$ cat config.mk
export PLATFORM = sky130hd
export DESIGN_NAME = wave_header_parser_core
export DESIGN_NICKNAME = d
export VERILOG_FILES = /design/src/hw/rtl/whp_pkg.sv /design/src/hw/rtl/whp_parser.sv /design/src/hw/rtl/whp_out_reg.sv /design/src/hw/rtl/wave_header_parser_core.sv
export SDC_FILE = /design/constraint.sdc
export NUM_CORES = 2
export LEC_CHECK = 0
export BUFFER_PORTS_ARGS = -buffer_cell sky130_fd_sc_hd__buf_2
export CORE_ASPECT_RATIO = 0.8
export CORE_MARGIN = 4
export CORE_UTILIZATION = 55
export DETAILED_ROUTE_END_ITERATION = 6
export HOLD_SLACK_MARGIN = 0.02
export PLACE_DENSITY_LB_ADDON = 0.12
export SETUP_SLACK_MARGIN = 0.5
export SYNTH_ARGS = -nofsm -noshare
export SYNTH_HDL_FRONTEND = slang
export SYNTH_SLANG_ARGS = --single-unit
$ cat constraint.sdc
create_clock -name clk -period 21.7 [get_ports clk]
set_clock_uncertainty 0.2 [all_clocks]
set_input_delay 1.085 -clock clk [delete_from_list [all_inputs] [get_ports clk]]
set_output_delay 1.085 -clock clk [all_outputs]
set_load 0.05 [all_outputs]
$ cat src/hw/rtl/whp_pkg.sv
// ----------------------------------------------------------------------------
// whp_pkg
// Shared types and constants of the RIFF/WAVE PCM header parser: result kinds,
// error codes, chunk tags and the result record passed to the output register.
// ----------------------------------------------------------------------------
package whp_pkg;

	// Result kinds
	localparam logic [1:0] KIND_DATA   = 2'd0;
	localparam logic [1:0] KIND_FORMAT = 2'd1;
	localparam logic [1:0] KIND_ERROR  = 2'd2;

	// Error codes
	localparam logic [3:0] ERR_RIFF_TAG   = 4'd0;
	localparam logic [3:0] ERR_WAVE_TAG   = 4'd1;
	localparam logic [3:0] ERR_NOT_PCM    = 4'd2;
	localparam logic [3:0] ERR_CHANNELS   = 4'd3;
	localparam logic [3:0] ERR_BITS       = 4'd4;
	localparam logic [3:0] ERR_ZERO_RATE  = 4'd5;
	localparam logic [3:0] ERR_ALIGN      = 4'd6;
	localparam logic [3:0] ERR_BYTE_RATE  = 4'd7;
	localparam logic [3:0] ERR_SIZE_BIG   = 4'd8;
	localparam logic [3:0] ERR_SIZE_ALIGN = 4'd9;
	localparam logic [3:0] ERR_MISSING    = 4'd10;

	// Tags, first stream byte in the most significant position
	localparam logic [31:0] TAG_RIFF = 32'h5249_4646;
	localparam logic [31:0] TAG_WAVE = 32'h5741_5645;
	localparam logic [31:0] TAG_FMT  = 32'h666D_7420;
	localparam logic [31:0] TAG_DATA = 32'h6461_7461;

	localparam logic [31:0] FORMAT_PCM     = 32'h0000_0001;
	localparam logic [31:0] FMT_BODY_BYTES = 32'd16;

	typedef struct packed {
		logic [1:0]  kind;
		logic [7:0]  data_byte;
		logic        last_data;
		logic [3:0]  error_code;
		logic [1:0]  channels;
		logic [4:0]  bits_per_sample;
		logic [31:0] sample_rate;
		logic [31:0] data_size;
	} whp_result_t;

endpackage

$ cat src/hw/rtl/whp_parser.sv
// ----------------------------------------------------------------------------
// whp_parser
// Input register and header parse state machine. Each registered byte updates
// the parse state, once the result register is free, and may produce one result record.
// ----------------------------------------------------------------------------
module whp_parser
	import whp_pkg::*;
(
	input  logic        clk,
	input  logic        arst_n,
	input  logic        in_valid,
	output logic        in_ready,
	input  logic [7:0]  in_byte,
	input  logic        stream_end,
	input  logic        out_free,
	output whp_result_t res,
	output logic        res_load
);

	typedef enum logic [3:0] {
		PH_RIFF_TAG,
		PH_RIFF_SIZE,
		PH_WAVE_TAG,
		PH_FMT_HDR,
		PH_FMT_SKIP,
		PH_FMT_BODY,
		PH_FMT_EXTRA,
		PH_DATA_HDR,
		PH_DATA_SKIP,
		PH_DATA,
		PH_DONE,
		PH_HALT
	} phase_t;

	function automatic logic [31:0] set_lane(input logic [31:0] w, input logic [1:0] lane,
			input logic [7:0] b);
		logic [31:0] r;
		r = w;
		r[8*lane +: 8] = b;
		return r;
	endfunction

	logic        valid_s1;
	logic [7:0]  byte_s1;
	logic        end_s1;
	logic        advance;

	phase_t      phase_q, phase_d;
	logic [3:0]  idx_q, idx_d;
	logic [31:0] tag_q, tag_d;
	logic [31:0] chunk_q, chunk_d;
	logic [31:0] riff_left_q, riff_left_d;
	logic [15:0] ch_q, ch_d;
	logic [31:0] rate_q, rate_d;
	logic [31:0] byte_rate_q, byte_rate_d;
	logic [15:0] align_q, align_d;
	logic [15:0] bits_q, bits_d;
	logic [31:0] data_left_q, data_left_d;
	logic [31:0] prod_q, prod_d;
	logic        pad_q, pad_d;

	whp_result_t res_c;
	logic        res_valid_c;
	logic        fail_c;
	logic [3:0]  fail_code;
	logic [15:0] bits_full;
	logic [18:0] align8;
	logic [18:0] ch_bits;
	logic [47:0] prod_full;
	logic        misaligned;

	assign advance  = valid_s1 && out_free;
	assign in_ready = !valid_s1 || out_free;
	assign res      = res_c;
	assign res_load = advance && res_valid_c;

	assign bits_full = {byte_s1, bits_q[7:0]};
	assign align8    = {align_q, 3'b000};
	// Channels and bits are already checked as 1 or 2 and 8 or 16 when this is used.
	assign ch_bits   = (ch_q == 16'd2) ? {2'b00, bits_full, 1'b0} : {3'b000, bits_full};
	assign prod_full = align_q * rate_q;

	always_comb begin
		phase_d     = phase_q;
		idx_d       = idx_q;
		tag_d       = tag_q;
		chunk_d     = chunk_q;
		riff_left_d = riff_left_q;
		ch_d        = ch_q;
		rate_d      = rate_q;
		byte_rate_d = byte_rate_q;
		align_d     = align_q;
		bits_d      = bits_q;
		data_left_d = data_left_q;
		prod_d      = prod_q;
		pad_d       = pad_q;
		res_c       = '0;
		res_valid_c = 1'b0;
		fail_c      = 1'b0;
		fail_code   = ERR_RIFF_TAG;
		misaligned  = 1'b0;

		if (phase_q == PH_DONE || phase_q == PH_HALT) begin
			// Nothing more is parsed after the data chunk or an error.
		end else if (end_s1) begin
			fail_c = 1'b1;
			if (phase_q == PH_RIFF_TAG || phase_q == PH_RIFF_SIZE) begin
				fail_code = ERR_RIFF_TAG;
			end else if (phase_q == PH_WAVE_TAG) begin
				fail_code = ERR_WAVE_TAG;
			end else begin
				fail_code = ERR_MISSING;
			end
		end else begin
			if (phase_q != PH_RIFF_TAG && phase_q != PH_RIFF_SIZE) begin
				riff_left_d = riff_left_q - 32'd1;
			end
			idx_d = idx_q + 4'd1;

			unique case (phase_q) inside
				PH_RIFF_TAG, PH_WAVE_TAG: begin
					tag_d = {tag_q[23:0], byte_s1};
					if (idx_q == 4'd3) begin
						idx_d = '0;
						if (phase_q == PH_RIFF_TAG) begin
							if (tag_d != TAG_RIFF) begin
								fail_c    = 1'b1;
								fail_code = ERR_RIFF_TAG;
							end else begin
								phase_d = PH_RIFF_SIZE;
							end
						end else begin
							if (tag_d != TAG_WAVE) begin
								fail_c    = 1'b1;
								fail_code = ERR_WAVE_TAG;
							end else begin
								phase_d = PH_FMT_HDR;
							end
						end
					end
				end
				PH_RIFF_SIZE: begin
					riff_left_d = set_lane((idx_q == 4'd0) ? 32'd0 : riff_left_q,
						idx_q[1:0], byte_s1);
					if (idx_q == 4'd3) begin
						phase_d = PH_WAVE_TAG;
						idx_d   = '0;
					end
				end
				PH_FMT_HDR, PH_DATA_HDR: begin
					if (idx_q < 4'd4) begin
						tag_d = {tag_q[23:0], byte_s1};
					end else begin
						chunk_d = set_lane((idx_q == 4'd4) ? 32'd0 : chunk_q,
							idx_q[1:0], byte_s1);
						if (idx_q == 4'd7) begin
							idx_d = '0;
							if (phase_q == PH_FMT_HDR) begin
								if (tag_q == TAG_FMT) begin
									phase_d = PH_FMT_BODY;
									tag_d   = '0;
								end else begin
									pad_d   = chunk_d[0];
									phase_d = (chunk_d == 32'd0) ? PH_FMT_HDR : PH_FMT_SKIP;
								end
							end else if (tag_q != TAG_DATA) begin
								pad_d   = chunk_d[0];
								phase_d = (chunk_d == 32'd0) ? PH_DATA_HDR : PH_DATA_SKIP;
							end else begin
								// Block align is 1, 2 or 4 once the format has passed.
								misaligned = (align_q[2] && (chunk_d[1:0] != 2'b00)) ||
									(align_q[1] && chunk_d[0]);
								if (riff_left_d < chunk_d) begin
									fail_c    = 1'b1;
									fail_code = ERR_SIZE_BIG;
								end else if (align_q == 16'd0 || misaligned) begin
									fail_c    = 1'b1;
									fail_code = ERR_SIZE_ALIGN;
								end else begin
									data_left_d           = chunk_d;
									phase_d               = (chunk_d == 32'd0) ? PH_DONE : PH_DATA;
									res_valid_c           = 1'b1;
									res_c.kind            = KIND_FORMAT;
									res_c.channels        = ch_q[1:0];
									res_c.bits_per_sample = bits_q[4:0];
									res_c.sample_rate     = rate_q;
									res_c.data_size       = chunk_d;
								end
							end
						end
					end
				end
				PH_FMT_SKIP, PH_DATA_SKIP, PH_FMT_EXTRA: begin
					if (chunk_q != 32'd0) begin
						chunk_d = chunk_q - 32'd1;
					end else begin
						pad_d = 1'b0;
					end
					if (chunk_d == 32'd0 && !pad_d) begin
						idx_d   = '0;
						phase_d = (phase_q == PH_FMT_SKIP) ? PH_FMT_HDR : PH_DATA_HDR;
					end
				end
				PH_FMT_BODY: begin
					case (idx_q) inside
						4'd0:             tag_d = {24'd0, byte_s1};
						4'd1:             tag_d[15:8] = byte_s1;
						4'd2:             ch_d = {8'd0, byte_s1};
						4'd3:             ch_d[15:8] = byte_s1;
						4'd4:             rate_d = {24'd0, byte_s1};
						4'd5, 4'd6, 4'd7: rate_d = set_lane(rate_q, idx_q[1:0], byte_s1);
						4'd8:             byte_rate_d = {24'd0, byte_s1};
						4'd9, 4'd10, 4'd11: begin
							byte_rate_d = set_lane(byte_rate_q, idx_q[1:0], byte_s1);
						end
						4'd12:            align_d = {8'd0, byte_s1};
						4'd13: begin
							align_d[15:8] = byte_s1;
							if (tag_q != FORMAT_PCM) begin
								fail_c    = 1'b1;
								fail_code = ERR_NOT_PCM;
							end
						end
						4'd14: begin
							bits_d = {8'd0, byte_s1};
							// Align and rate are complete here; the product is checked next byte.
							prod_d = prod_full[31:0];
						end
						default: begin
							bits_d = bits_full;
							if (ch_q != 16'd1 && ch_q != 16'd2) begin
								fail_c    = 1'b1;
								fail_code = ERR_CHANNELS;
							end else if (bits_full != 16'd8 && bits_full != 16'd16) begin
								fail_c    = 1'b1;
								fail_code = ERR_BITS;
							end else if (rate_q == 32'd0) begin
								fail_c    = 1'b1;
								fail_code = ERR_ZERO_RATE;
							end else if (align8 != ch_bits) begin
								fail_c    = 1'b1;
								fail_code = ERR_ALIGN;
							end else if (byte_rate_q != prod_q) begin
								fail_c    = 1'b1;
								fail_code = ERR_BYTE_RATE;
							end else begin
								idx_d = '0;
								if (chunk_q > FMT_BODY_BYTES) begin
									pad_d   = chunk_q[0];
									chunk_d = chunk_q - FMT_BODY_BYTES;
									phase_d = PH_FMT_EXTRA;
								end else begin
									pad_d   = 1'b0;
									chunk_d = '0;
									phase_d = PH_DATA_HDR;
								end
							end
						end
					endcase
				end
				PH_DATA: begin
					data_left_d     = data_left_q - 32'd1;
					res_valid_c     = 1'b1;
					res_c.kind      = KIND_DATA;
					res_c.data_byte = byte_s1;
					res_c.last_data = (data_left_d == 32'd0);
					if (data_left_d == 32'd0) begin
						phase_d = PH_DONE;
						idx_d   = '0;
					end
				end
				default: begin
				end
			endcase
		end

		if (fail_c) begin
			phase_d          = PH_HALT;
			res_c            = '0;
			res_c.kind       = KIND_ERROR;
			res_c.error_code = fail_code;
			res_valid_c      = 1'b1;
		end
	end

	always_ff @(posedge clk or negedge arst_n) begin
		if (!arst_n) begin
			valid_s1    <= 1'b0;
			phase_q     <= PH_RIFF_TAG;
			idx_q       <= '0;
			tag_q       <= '0;
			chunk_q     <= '0;
			riff_left_q <= '0;
			ch_q        <= '0;
			rate_q      <= '0;
			byte_rate_q <= '0;
			align_q     <= '0;
			bits_q      <= '0;
			data_left_q <= '0;
			prod_q      <= '0;
			pad_q       <= 1'b0;
		end else begin
			if (in_ready) begin
				valid_s1 <= in_valid;
			end
			if (advance) begin
				phase_q     <= phase_d;
				idx_q       <= idx_d;
				tag_q       <= tag_d;
				chunk_q     <= chunk_d;
				riff_left_q <= riff_left_d;
				ch_q        <= ch_d;
				rate_q      <= rate_d;
				byte_rate_q <= byte_rate_d;
				align_q     <= align_d;
				bits_q      <= bits_d;
				data_left_q <= data_left_d;
				prod_q      <= prod_d;
				pad_q       <= pad_d;
			end
		end
	end

	always_ff @(posedge clk) begin
		if (in_valid && in_ready) begin
			byte_s1 <= in_byte;
			end_s1  <= stream_end;
		end
	end

endmodule

$ cat src/hw/rtl/whp_out_reg.sv
// ----------------------------------------------------------------------------
// whp_out_reg
// Result register with valid/ready. It takes a new record whenever it is empty
// or its current record is transferred in the same cycle.
// ----------------------------------------------------------------------------
module whp_out_reg
	import whp_pkg::*;
(
	input  logic        clk,
	input  logic        arst_n,
	input  whp_result_t res,
	input  logic        res_load,
	output logic        out_free,
	output logic        out_valid,
	input  logic        out_ready,
	output logic [1:0]  kind,
	output logic [7:0]  data_byte,
	output logic        last_data,
	output logic [3:0]  error_code,
	output logic [1:0]  channels,
	output logic [4:0]  bits_per_sample,
	output logic [31:0] sample_rate,
	output logic [31:0] data_size
);

	logic        valid_q;
	whp_result_t res_q;

	assign out_free = !valid_q || out_ready;

	always_ff @(posedge clk or negedge arst_n) begin
		if (!arst_n) begin
			valid_q <= 1'b0;
		end else if (out_free) begin
			valid_q <= res_load;
		end
	end

	always_ff @(posedge clk) begin
		if (res_load) begin
			res_q <= res;
		end
	end

	assign out_valid       = valid_q;
	assign kind            = res_q.kind;
	assign data_byte       = res_q.data_byte;
	assign last_data       = res_q.last_data;
	assign error_code      = res_q.error_code;
	assign channels        = res_q.channels;
	assign bits_per_sample = res_q.bits_per_sample;
	assign sample_rate     = res_q.sample_rate;
	assign data_size       = res_q.data_size;

endmodule

$ cat src/hw/rtl/wave_header_parser_core.sv
// ----------------------------------------------------------------------------
// wave_header_parser_core
// Streaming RIFF/WAVE PCM header parser. Checks the RIFF and WAVE tags, reads
// and validates the fmt chunk, checks the data chunk size, emits one format
// record and then passes the data bytes through with the last one flagged.
// The first error emits one error record and halts the block until reset.
//
//   channel | handshake            | payload
//   --------+----------------------+--------------------------------------------
//   input   | in_valid / in_ready  | in_byte, stream_end
//   output  | out_valid / out_ready| kind, data_byte, last_data, error_code,
//           |                      | channels, bits_per_sample, sample_rate,
//           |                      | data_size
//
// One byte per cycle is taken unless the output stalls; each byte is parsed
// from the input register, and its record, if any, is output the cycle after.
// The parse state and the result register advance together, so a stalled
// output holds the input register and drops in_ready in the same cycle.
// Reset returns the parser to the RIFF tag search with all fields cleared.
// ----------------------------------------------------------------------------
module wave_header_parser_core
	import whp_pkg::*;
(
	input  logic        clk,
	input  logic        arst_n,
	input  logic        in_valid,
	output logic        in_ready,
	input  logic [7:0]  in_byte,
	input  logic        stream_end,
	output logic        out_valid,
	input  logic        out_ready,
	output logic [1:0]  kind,
	output logic [7:0]  data_byte,
	output logic        last_data,
	output logic [3:0]  error_code,
	output logic [1:0]  channels,
	output logic [4:0]  bits_per_sample,
	output logic [31:0] sample_rate,
	output logic [31:0] data_size
);

	whp_result_t res;
	logic        res_load;
	logic        out_free;

	whp_parser u_parser (
		.clk        (clk),
		.arst_n     (arst_n),
		.in_valid   (in_valid),
		.in_ready   (in_ready),
		.in_byte    (in_byte),
		.stream_end (stream_end),
		.out_free   (out_free),
		.res        (res),
		.res_load   (res_load)
	);

	whp_out_reg u_out_reg (
		.clk             (clk),
		.arst_n          (arst_n),
		.res             (res),
		.res_load        (res_load),
		.out_free        (out_free),
		.out_valid       (out_valid),
		.out_ready       (out_ready),
		.kind            (kind),
		.data_byte       (data_byte),
		.last_data       (last_data),
		.error_code      (error_code),
		.channels        (channels),
		.bits_per_sample (bits_per_sample),
		.sample_rate     (sample_rate),
		.data_size       (data_size)
	);

endmodule

==> results_dict.tcl <==
set metrics [dict create \
    outcome "complete, no violations" \
    cts_buffer_depth 3 \
    grt_max_degree 75 \
    start_util_pct 56.0 \
    synth-edff-count 95 \
    path_class "register to register" \
    track_usage_pct 34.4 \
    cts_resized 0 \
    avgRoutedWirePerCell_microns 24.5 \
    synthDominantCellAreaShare_pct 21.5 \
    layout.nets 4047 \
    clk_pin_slew_ns 0.06 \
    root_buffer "clkbuf_16" \
    power_mw 3.32 \
    pin_count 101 \
    syn_nets 4052 \
    p_int_mw 1.76 \
    antenna_found_initial 4 \
    synth_area_leaders "dfrtp_1 (21%), fa_1 (19%), edfxtp_1 (8.9%), nand2_1 (6.8%), ha_1 (4.3%)" \
    grt_setup_unrepaired "no" \
    drc 0 \
    grt_pass1_wl_mm 166 \
    placed_cells 4335 \
    max_slew.worst_pin.slew_ns 1.24 \
    vdd_drop_max_mv 0.0703 \
    switching_share_pct 47.0 \
    grt_overflow 0 \
    combPwrFrac_pct 45.1 \
    yosys_warnings 0 \
    cts_buffers 43 \
    clkSinkCount 370 \
    cts_setup_buffers 0 \
    rows 78 \
    via_count 27833 \
    wl_met2_mm 44.7 \
    first_pass_iters 5 \
    wl_met3_mm 13.5 \
    post-dp-hpwl_mm 77.6 \
    yosysMostFrequentCell "nand2_1" \
    clock.fmax_mhz 116 \
    routed_wl_mm 108 \
    postRouteAntennaNets 0 \
    stdcell_count 4414 \
    grt_pass1_vias 27309 \
    dieArea_sq_um 62200 \
    critPathCaptureType "register" \
    fill_cells 5038 \
    drv_slew 0 \
    vias_per_cell 6.31 \
    cp_data_required_time_ns 21.70 \
    tritoncts "yes" \
    start_kind "register" \
    syn_area_sq_um 32000 \
    synth.top_cells.by_count "nand2_1 (580), inv_1 (359), fa_1 (304)" \
    pwr-share-seq_pct 32.3 \
    postSynthAreaPerCell_sq_um 8.84 \
    yosysTopAreaCell "dfrtp_1" \
    min_path_type "input pin to asynchronous set/reset pin" \
    synth_cell_types 86 \
    leakagePower_nw 14.8 \
    area_growth_pct 8.23 \
    die_height_microns 224 \
    fin_crit_sh_pct 39.7 \
    globalplace.congestion 1.02 \
    synthArstFlopShare_pct 74.3 \
    top_layer "met4" \
    hold_ws_ns 0.266 \
    synth-main-ff-cell "dfrtp_1" \
    p_sw_mw 1.56 \
    htreeDepth 2 \
    final_hold_viol_count 0 \
    io_buffer_count 100 \
    design.core.area_sq_um 57200 \
    diodes 0 \
    setup_tns_ns 0 \
    arrival_ns 8.62 \
    dieWidth_microns 278 \
    layout_min_cycle_time_ns 8.61 \
    synthCells 3625 \
    ys_seq_area_share_pct 30.4 \
    ys_seq_elements 370 \
    drive_gt1_share_pct 8.84 \
    relSlewSlack_pct 17.5 \
    crit_fanout 58 \
    met1Wirelength_mm 47.5 \
    p_per_area_nw_per_um2 95.6 \
    setup_viol 0 \
    drt-initial-drc-count 2995 \
    postCtsHoldBufs 0 \
    insertion_delay_ns 0.58 \
    p_clk_share_pct 22.6 \
    drv_cap 0 \
]
-- registers in the layout (all words and copies together), names as in the netlist, 16 cells and up --
name	count
u_out_reg.sample_rate	32
u_parser.tag_q	32
u_parser.rate_q	32
u_parser.ch_q	16
u_parser.data_left_q	32
u_parser.chunk_q	32
u_out_reg.data_size	32
u_parser.byte_rate_q	32
u_parser.prod_q	32
u_parser.align_q	16
u_parser.riff_left_q	32
-- cell type report --
class                           count  area, sq um  area share, %
Clock buffer                       56         1220           3.51
Clock inverter                     23          211          0.610
Inverter                          360         1350           3.90
Multi-Input combinational cell   2663        20100           57.9
Sequential cell                   370         9740           28.1
Tap cell                          760          951           2.74
Timing Repair Buffer              182         1120           3.24
-- power by group through the flow --
stage                     sequential, mW  clock, mW  combinational [mW]
after floorplan                     1.07          0               0.923
after global placement              1.07          0                1.43
after detailed placement            1.07          0                1.44
after CTS                           1.06      0.756                1.45
after global routing                1.09      0.789                1.60
final                               1.07      0.748                1.49
-- logic make-up (layout without fill, tap and decap cells) --
kind of cell | after synthesis | count (layout) | share of synthesized area (%)
xor gates and xnor gates | 150 | 150 | 4.10
and+or+nand+nor | 1381 | 1381 | 20.7
buffers and inverters | 592 | 621 | 6.99
adders and majority gates | 414 | 414 | 23.3
AOI/OAI and AO/OA | 680 | 680 | 13.2
DFF | 370 | 370 | 30.4
muxes | 38 | 38 | 1.34
-- worst max-delay path, cell delays in order, from the launching register on --
cell and delay, ns:
dfrtp_1 0.77, or3_1 0.42, nand2_1 0.21, nor4_1 0.72
nand3_1 0.36, or4_1 0.61, nor4b_1 0.85, nand2_1 0.15
xnor2_1 0.25, ha_1 0.29, nand3_1 0.10, o22ai_1 0.11
nor3_1 0.17, o21ai_0 0.21, o31ai_1 0.78, nor2b_1 0.29
o21bai_1 0.24, a21o_1 0.26, inv_4 0.36, buf_4 0.81
-- cell usage in the layout (no fill, tap or decap), types with 81 or more instances in the layout --
cell,n
nand2_1,580
inv_1,358
fa_1,304
dfrtp_1,274
o21ai_0,243
nor2_1,203
and2_1,177
a21oi_1,152
ha_1,110
buf_2,100
edfxtp_1,95
nand3_1,94
buf_4,81
-- path summary, 6_finish.rpt --
| path | to | cells past startpoint | slack, ns | from |
|---|---|---|---|---|
| min in group clk | u_parser.tag_q[28]$_DFFE_PN0P_ | 2 | 0.28 | u_parser.tag_q[28]$_DFFE_PN0P_ |
| worst min register to register | u_parser.tag_q[28]$_DFFE_PN0P_ | 2 | 0.28 | u_parser.tag_q[28]$_DFFE_PN0P_ |
| worst min-delay path | u_parser.tag_q[30]$_DFFE_PN0P_ | 1 | 0.27 | arst_n |
| max in group asynchronous | u_parser.byte_rate_q[21]$_DFFE_PN0P_ | 3 | 18.87 | arst_n |
| worst max-delay path | u_out_reg.data_size[26]$_SDFFCE_PP0P_ | 19 | 13.09 | u_parser.phase_q[3]$_DFFE_PN0P_ |
| worst max register to register | u_out_reg.data_size[26]$_SDFFCE_PP0P_ | 19 | 13.09 | u_parser.phase_q[3]$_DFFE_PN0P_ |
-- metal layers --
metal / GRT usage (%) / up-vias
li1: - / 12119
met1: 52.5 / 13892
met2: 48.7 / 1606
met3: 10.2 / 216
met4: 7.37 / 0
met5: 0 / -
-- stage by stage --
step,utilization [%],worst slack [ns],instance area [sq um]
after detailed placement,58.2,13.29,33300
final,60.7,13.09,34700
after CTS,60.7,13.21,34700
after global routing,60.7,12.46,34700
after global placement,58.1,13.55,33300
after floorplan,-,14.08,32000
No activity file was read; power rests on OpenSTA's default activity.
